### config.mk
export PLATFORM = sky130hd
export DESIGN_NAME = lsasmw_muldiv
export DESIGN_NICKNAME = d
export VERILOG_FILES = /design/src/hdl/lsasmw_pkg.sv /design/src/hdl/lsasmw_muldiv.sv
export SDC_FILE = /design/constraint.sdc
export NUM_CORES = 2
export LEC_CHECK = 0
export ABC_CLOCK_PERIOD_IN_PS = 27400
export BUFFER_PORTS_ARGS = -buffer_cell sky130_fd_sc_hd__buf_2
export CAP_MARGIN = 20
export CORE_MARGIN = 4
export CORE_UTILIZATION = 65
export CTS_CLUSTER_SIZE = 25
export DETAILED_ROUTE_END_ITERATION = 10
export PLACE_DENSITY_LB_ADDON = 0.12
export SETUP_SLACK_MARGIN = 0.3
export SLEW_MARGIN = 20
export SYNTH_ARGS = -nofsm -noshare
export SYNTH_HDL_FRONTEND = slang
export SYNTH_SLANG_ARGS = --single-unit
### constraint.sdc
create_clock -name i_clk -period 27.4 [get_ports i_clk]
set_clock_uncertainty 0.1 [all_clocks]
set_input_delay 1.37 -clock i_clk [delete_from_list [all_inputs] [get_ports i_clk]]
set_output_delay 1.37 -clock i_clk [all_outputs]
set_load 0.03 [all_outputs]
### src/hdl/lsasmw_pkg.sv
// Shared types and constants for the limb-serial add/sub/multiply-by-word block.
// No dependencies; every other file imports this package.
package lsasmw_pkg;

    typedef logic [63:0] t_limb;

    // Decimal limb radix 10^18; it fits in the low 60 bits.
    localparam t_limb DEC_BASE = 64'd1000000000000000000;
    // Reciprocal of the decimal radix, floor(2^123 / 10^18)
    localparam t_limb DEC_RECIP = 64'd10633823966279326983;

    // Configuration register indexes
    localparam logic [1:0] CFG_DECIMAL_RADIX = 2'd0;
    localparam logic [1:0] CFG_OPERATION     = 2'd1;
    localparam logic [1:0] CFG_MULTIPLIER    = 2'd2;
    localparam logic [1:0] CFG_INITIAL_CARRY = 2'd3;

    // Operation codes; the reserved code acts as add
    localparam logic [1:0] OP_ADD = 2'd0;
    localparam logic [1:0] OP_SUB = 2'd1;
    localparam logic [1:0] OP_MUL = 2'd2;

    // Request from the top-level sequencer to the multiply/divide unit
    typedef struct packed {
        logic start;
        logic dec;
    } t_md_req;

endpackage

### src/hdl/lsasmw_muldiv.sv
// Shared multiply/divide unit: a*m + c on one 32x32 multiplier,
// then optional reduction by 10^18 through a reciprocal estimate and corrections.
// Depends on lsasmw_pkg.
module lsasmw_muldiv import lsasmw_pkg::*; (
    input  logic    i_clk,
    input  logic    i_rst_n,
    input  t_md_req i_req,
    input  t_limb   i_a,
    input  t_limb   i_m,
    input  t_limb   i_c,
    output logic    o_done,
    output t_limb   o_lo,
    output t_limb   o_hi
);

    typedef enum logic [7:0] {
        U_IDLE = 8'b0000_0001,
        U_MUL  = 8'b0000_0010,
        U_RED  = 8'b0000_0100,
        U_FOLD = 8'b0000_1000,
        U_QSET = 8'b0001_0000,
        U_REM  = 8'b0010_0000,
        U_FIX  = 8'b0100_0000,
        U_DONE = 8'b1000_0000
    } t_ustate;

    // which product the shared multiplier is forming
    typedef enum logic [2:0] {
        P_PROD = 3'b001,
        P_QEST = 3'b010,
        P_QD   = 3'b100
    } t_pass;

    t_ustate       r_state;
    t_pass         r_pass;
    logic [1:0]    r_cnt;
    logic          r_dec;
    t_limb         r_x;
    t_limb         r_y;
    logic [127:0]  r_acc;
    t_limb         r_lo;
    t_limb         r_q;
    t_limb         r_rem;

    logic [31:0]   half_a;
    logic [31:0]   half_m;
    logic [63:0]   pp;
    logic [127:0]  addend;
    logic [68:0]   hi18;
    t_limb         red_est;
    logic [59:0]   fold_r1;

    always_comb begin
        half_a = r_cnt[0] ? r_x[63:32] : r_x[31:0];
        half_m = r_cnt[1] ? r_y[63:32] : r_y[31:0];
        pp     = half_a * half_m;
        case (r_cnt[1:0])
            2'b00:        addend = {64'b0, pp};
            2'b01, 2'b10: addend = {32'b0, pp, 32'b0};
            default:      addend = {pp, 64'b0};
        endcase
        // hi div 10^18 estimated as floor(18*hi / 2^64), low by at most one
        hi18    = {1'b0, r_acc[127:64], 4'b0} + {4'b0, r_acc[127:64], 1'b0};
        red_est = r_acc[127:64] - 64'(hi18[68:64]) * DEC_BASE;
        fold_r1 = (r_rem >= DEC_BASE) ? 60'(r_rem - DEC_BASE) : r_rem[59:0];
    end

    always_ff @(posedge i_clk) begin
        if (!i_rst_n) begin
            r_state <= U_IDLE;
            r_cnt   <= '0;
        end else begin
            unique case (r_state)
                U_IDLE: begin
                    if (i_req.start) begin
                        r_x     <= i_a;
                        r_y     <= i_m;
                        r_acc   <= {64'b0, i_c};
                        r_dec   <= i_req.dec;
                        r_pass  <= P_PROD;
                        r_cnt   <= '0;
                        r_state <= U_MUL;
                    end
                end
                U_MUL: begin
                    r_acc <= r_acc + addend;
                    r_cnt <= r_cnt + 2'd1;
                    if (&r_cnt) begin
                        unique case (r_pass)
                            P_PROD:  r_state <= r_dec ? U_RED : U_DONE;
                            P_QEST:  r_state <= U_QSET;
                            P_QD:    r_state <= U_REM;
                            default: r_state <= U_DONE;
                        endcase
                    end
                end
                U_RED: begin
                    r_lo    <= r_acc[63:0];
                    r_rem   <= red_est;
                    r_state <= U_FOLD;
                end
                U_FOLD: begin
                    // quotient estimate from the top 64 bits of (hi mod 10^18):lo
                    r_x     <= {fold_r1, r_lo[63:60]};
                    r_y     <= DEC_RECIP;
                    r_acc   <= '0;
                    r_pass  <= P_QEST;
                    r_state <= U_MUL;
                end
                U_QSET: begin
                    r_q     <= r_acc[126:63];
                    r_x     <= r_acc[126:63];
                    r_y     <= DEC_BASE;
                    r_acc   <= '0;
                    r_pass  <= P_QD;
                    r_state <= U_MUL;
                end
                U_REM: begin
                    // the estimate is at most three low, so this fits 64 bits
                    r_rem   <= r_lo - r_acc[63:0];
                    r_state <= U_FIX;
                end
                U_FIX: begin
                    if (r_rem >= DEC_BASE) begin
                        r_rem <= r_rem - DEC_BASE;
                        r_q   <= r_q + 64'd1;
                    end else begin
                        r_state <= U_DONE;
                    end
                end
                U_DONE: begin
                    r_state <= U_IDLE;
                end
                default: r_state <= U_IDLE;
            endcase
        end
    end

    assign o_done = (r_state == U_DONE);
    assign o_lo   = r_dec ? r_rem : r_acc[63:0];
    assign o_hi   = r_dec ? r_q : r_acc[127:64];

endmodule

==> run_summary.xml <==
<?xml version="1.0" encoding="UTF-8"?>
<metrics>
  <group name="routing">
    <metric name="drt.antenna.violating_nets" unit="">0</metric>
    <metric name="vias" unit="">71557</metric>
    <metric name="avgViaCountPerCell" unit="">6.91</metric>
    <metric name="routed_wirelength" unit="mm">321</metric>
    <metric name="avgRoutedWirePerCell" unit="µm">31.0</metric>
    <metric name="drc_errors" unit="">13</metric>
    <metric name="drt_pass1_iterations" unit="">11</metric>
    <metric name="first_iter_violations" unit="">10322</metric>
  </group>
  <group name="synth">
    <metric name="async_flop_share" unit="%">0</metric>
    <metric name="synthDominantCellAreaShare" unit="%">24.6</metric>
    <metric name="syn_avg_cell_area" unit="µm²">8.62</metric>
    <metric name="synth_area_leader_cell" unit="">sky130_fd_sc_hd__fa_1</metric>
    <metric name="dominantRegCellSynth" unit="">sky130_fd_sc_hd__edfxtp_1</metric>
    <metric name="netlist_area" unit="µm²">75000</metric>
    <metric name="synth-warning-count" unit="">0</metric>
    <metric name="synth.distinct_cells" unit="">107</metric>
    <metric name="synth_fp_nets" unit="">10452</metric>
    <metric name="mapped_cells" unit="">8695</metric>
    <metric name="ys_seq_elements" unit="">462</metric>
    <metric name="yosysMostFrequentCell" unit="">sky130_fd_sc_hd__nand2_1</metric>
    <metric name="ys_top_cells_by_count" unit="">sky130_fd_sc_hd__nand2_1 (1127), sky130_fd_sc_hd__inv_1 (1084), sky130_fd_sc_hd__nor2_1 (930), sky130_fd_sc_hd__fa_1 (922), sky130_fd_sc_hd__ha_1 (639)</metric>
    <metric name="synth_seq_area_share" unit="%">18.4</metric>
    <metric name="top_cells_by_area_synth" unit="">sky130_fd_sc_hd__fa_1 (25%), sky130_fd_sc_hd__edfxtp_1 (18%), sky130_fd_sc_hd__ha_1 (11%), sky130_fd_sc_hd__nand2_1 (5.6%), sky130_fd_sc_hd__inv_1 (5.4%)</metric>
    <metric name="synth_enable_flop_cells" unit="">452</metric>
  </group>
  <group name="clock_tree">
    <metric name="post_cts.resized_instances" unit="">0</metric>
    <metric name="numCtsBuffers" unit="">58</metric>
    <metric name="cts_setup_buffers" unit="">0</metric>
    <metric name="tritoncts" unit="">built</metric>
    <metric name="max-clock-path-buffers" unit="">3</metric>
    <metric name="ctsHoldBuffers" unit="">0</metric>
    <metric name="cts_root_buf" unit="">sky130_fd_sc_hd__clkbuf_16</metric>
    <metric name="worst_skew_pair.late_latency" unit="ns">0.74</metric>
    <metric name="clk_pin_slew" unit="ns">0.07</metric>
    <metric name="h_tree_lvls" unit="">2</metric>
    <metric name="clock_sink_total" unit="">462</metric>
  </group>
  <group name="floorplanning">
    <metric name="rows" unit="">124</metric>
    <metric name="core_region_area" unit="µm²">115000</metric>
    <metric name="x_dimension_of_the_die" unit="µm">348</metric>
    <metric name="pin_count" unit="">325</metric>
    <metric name="die-height" unit="µm">348</metric>
    <metric name="design.die.area" unit="µm²">121000</metric>
    <metric name="starting_density_of_the_core" unit="%">65.5</metric>
  </group>
  <group name="timing">
    <metric name="setup_tns" unit="ns">0</metric>
    <metric name="setup_viol" unit="">0</metric>
    <metric name="slew_headroom" unit="%">11.5</metric>
    <metric name="period_share" unit="%">54.0</metric>
    <metric name="finalWorstPathRequiredPeriod" unit="ns">14.80</metric>
    <metric name="rsz_0062_raised_after_global_routing" unit="">false</metric>
    <metric name="maxSlewViolCount" unit="">0</metric>
    <metric name="worst_slew_pin_slew" unit="ns">1.32</metric>
    <metric name="maxClockFrequency" unit="MHz">67.6</metric>
    <metric name="report.final.hold_viol_count" unit="">0</metric>
  </group>
  <group name="setup_path">
    <metric name="worst-path-max-fanout" unit="">39</metric>
    <metric name="required" unit="ns">27.72</metric>
    <metric name="critPathLaunchType" unit="">flip-flop</metric>
    <metric name="cp_slowest_stage_delay" unit="ns">0.89</metric>
    <metric name="path_class" unit="">reg2reg</metric>
    <metric name="crit_path_frequent_cell" unit="">sky130_fd_sc_hd__fa_1</metric>
    <metric name="crit_slowest_cell" unit="">sky130_fd_sc_hd__a2111oi_1</metric>
    <metric name="worst-endpoint-arrival" unit="ns">15.12</metric>
    <metric name="timing.critical_path.to_type" unit="">flip-flop</metric>
  </group>
  <group name="run">
    <metric name="maxCapViolCount" unit="">0</metric>
  </group>
  <group name="place">
    <metric name="port_buffers" unit="">324</metric>
    <metric name="gp_congestion" unit="">1.07</metric>
    <metric name="place.detailed.hpwl" unit="mm">252</metric>
  </group>
  <group name="grt">
    <metric name="initial_antenna_violation_count" unit="">23</metric>
    <metric name="groute.usage.overall" unit="%">52.5</metric>
    <metric name="grt_remaining_overflow" unit="">0</metric>
    <metric name="global_route_wire_length_before_repair" unit="mm">467</metric>
    <metric name="grt_start_max_net_pins" unit="">110</metric>
    <metric name="first_global_vias" unit="">73011</metric>
  </group>
  <group name="status">
    <metric name="failed_checks" unit="">design-rule violations</metric>
    <metric name="status" unit="">finished with violations</metric>
  </group>
  <group name="cells_and_area">
    <metric name="layout_stage_area_growth_over_the_synthesis_result" unit="%">7.15</metric>
    <metric name="fin_nets" unit="">10539</metric>
    <metric name="drive_gt1_share" unit="%">9.03</metric>
  </group>
  <group name="min_path">
    <metric name="timing.hold.worst.class" unit="">reg2reg</metric>
  </group>
</metrics>
stage by stage:
stage | worst slack (ns) | utilization (%) | cells | hold slack (ns) | instance area, µm²
final | 12.60 | 70.2 | 10355 | 0.379 | 80300
after global routing | 12.33 | 70.1 | 10342 | 0.405 | 80300
after CTS | 13.21 | 70.0 | 10336 | 0.389 | 80200
after detailed placement | 13.37 | 68.2 | 10229 | 0.380 | 78100
after global placement | 13.36 | 68.2 | 10229 | 0.368 | 78100
after floorplan | 15.96 | - | 8695 | 0.357 | 75000
metal layers:
layer	GRT usage, %	share of wire, %	vias to the layer above
li1	-	-	29292
met3	20.5	15	2060
met5	1.22	0.10	-
met4	45.0	12	18
met1	61.0	32	33860
met2	76.1	41	6327
sequential cells by signal, indices dropped and copies added, names as in the netlist:
name / cells
r_pass: 3
r_dec: 1
r_lo: 64
r_acc: 128
r_y: 64
r_rem: 64
r_q: 64
r_state: 8
r_x: 64
r_cnt: 2
critical path, delay by kind of cell (launching register included):
| family | cells | cell delay, ns |
|---|---|---|
| mux | 1 | 0.61 |
| buf+inv | 6 | 1.32 |
| compound gates | 13 | 4.75 |
| simple gates | 8 | 1.59 |
| flops | 1 | 0.70 |
| xor+xnor | 1 | 0.80 |
| fa+ha+maj | 10 | 4.55 |
cell usage in the layout (no fill, tap or decap), types with 36 or more instances in the layout:
cell	Yosys	layout
sky130_fd_sc_hd__buf_4	1	125
sky130_fd_sc_hd__nand4_1	116	116
sky130_fd_sc_hd__inv_1	1084	1084
sky130_fd_sc_hd__o21ai_0	501	499
sky130_fd_sc_hd__and2_1	51	51
sky130_fd_sc_hd__clkbuf_16	0	59
sky130_fd_sc_hd__ha_1	639	639
sky130_fd_sc_hd__nand2b_1	50	50
sky130_fd_sc_hd__o21a_1	39	39
sky130_fd_sc_hd__fa_1	922	922
sky130_fd_sc_hd__a21oi_1	470	466
sky130_fd_sc_hd__and3_1	78	78
sky130_fd_sc_hd__nor2_1	930	925
sky130_fd_sc_hd__a22oi_1	83	83
sky130_fd_sc_hd__buf_2	17	324
sky130_fd_sc_hd__nand2_1	1127	1127
sky130_fd_sc_hd__mux2_2	126	126
sky130_fd_sc_hd__xor2_1	211	211
sky130_fd_sc_hd__o21bai_1	74	74
sky130_fd_sc_hd__edfxtp_1	452	452
sky130_fd_sc_hd__a21o_1	208	208
sky130_fd_sc_hd__a31oi_1	48	48
sky130_fd_sc_hd__xnor2_1	247	247
sky130_fd_sc_hd__nand3_1	150	150
sky130_fd_sc_hd__nor3_1	70	68
sky130_fd_sc_hd__nor2b_1	37	36
cell type report:
cell class | instances | area (µm²)
multi-input combinational | 6719 | 55800
fill | 8478 | 34200
sequential | 462 | 13800
inverter | 1087 | 4080
timing repair buffer | 454 | 2660
tap | 1512 | 1890
clock buffer | 63 | 1470
clock inverter | 44 | 609
antenna | 14 | 35.0
worst paths after layout:
kind                               from  cells after the start                    to  slack [ns]
hold / removal      r_acc[10]$_DFFE_PP_                      0    r_lo[10]$_DFFE_PP_        0.38
setup reg to reg  r_cnt[0]$_SDFFE_PN0P_                     39  r_acc[120]$_DFFE_PP_       12.60
setup / recovery  r_cnt[0]$_SDFFE_PN0P_                     39  r_acc[120]$_DFFE_PP_       12.60
hold reg to reg     r_acc[10]$_DFFE_PP_                      0    r_lo[10]$_DFFE_PP_        0.38
cell families after synthesis:
group           synth area share (%)
simple gates                    16.1
compound gates                  14.5
fa+ha+maj                       35.3
buf+inv                         7.62
flops                           18.4
xor+xnor                        5.35
mux                             2.77
Power is left out: the tool's default activity adds up to more than one toggle a clock period on the data nets, which glitch-free logic cannot reach.
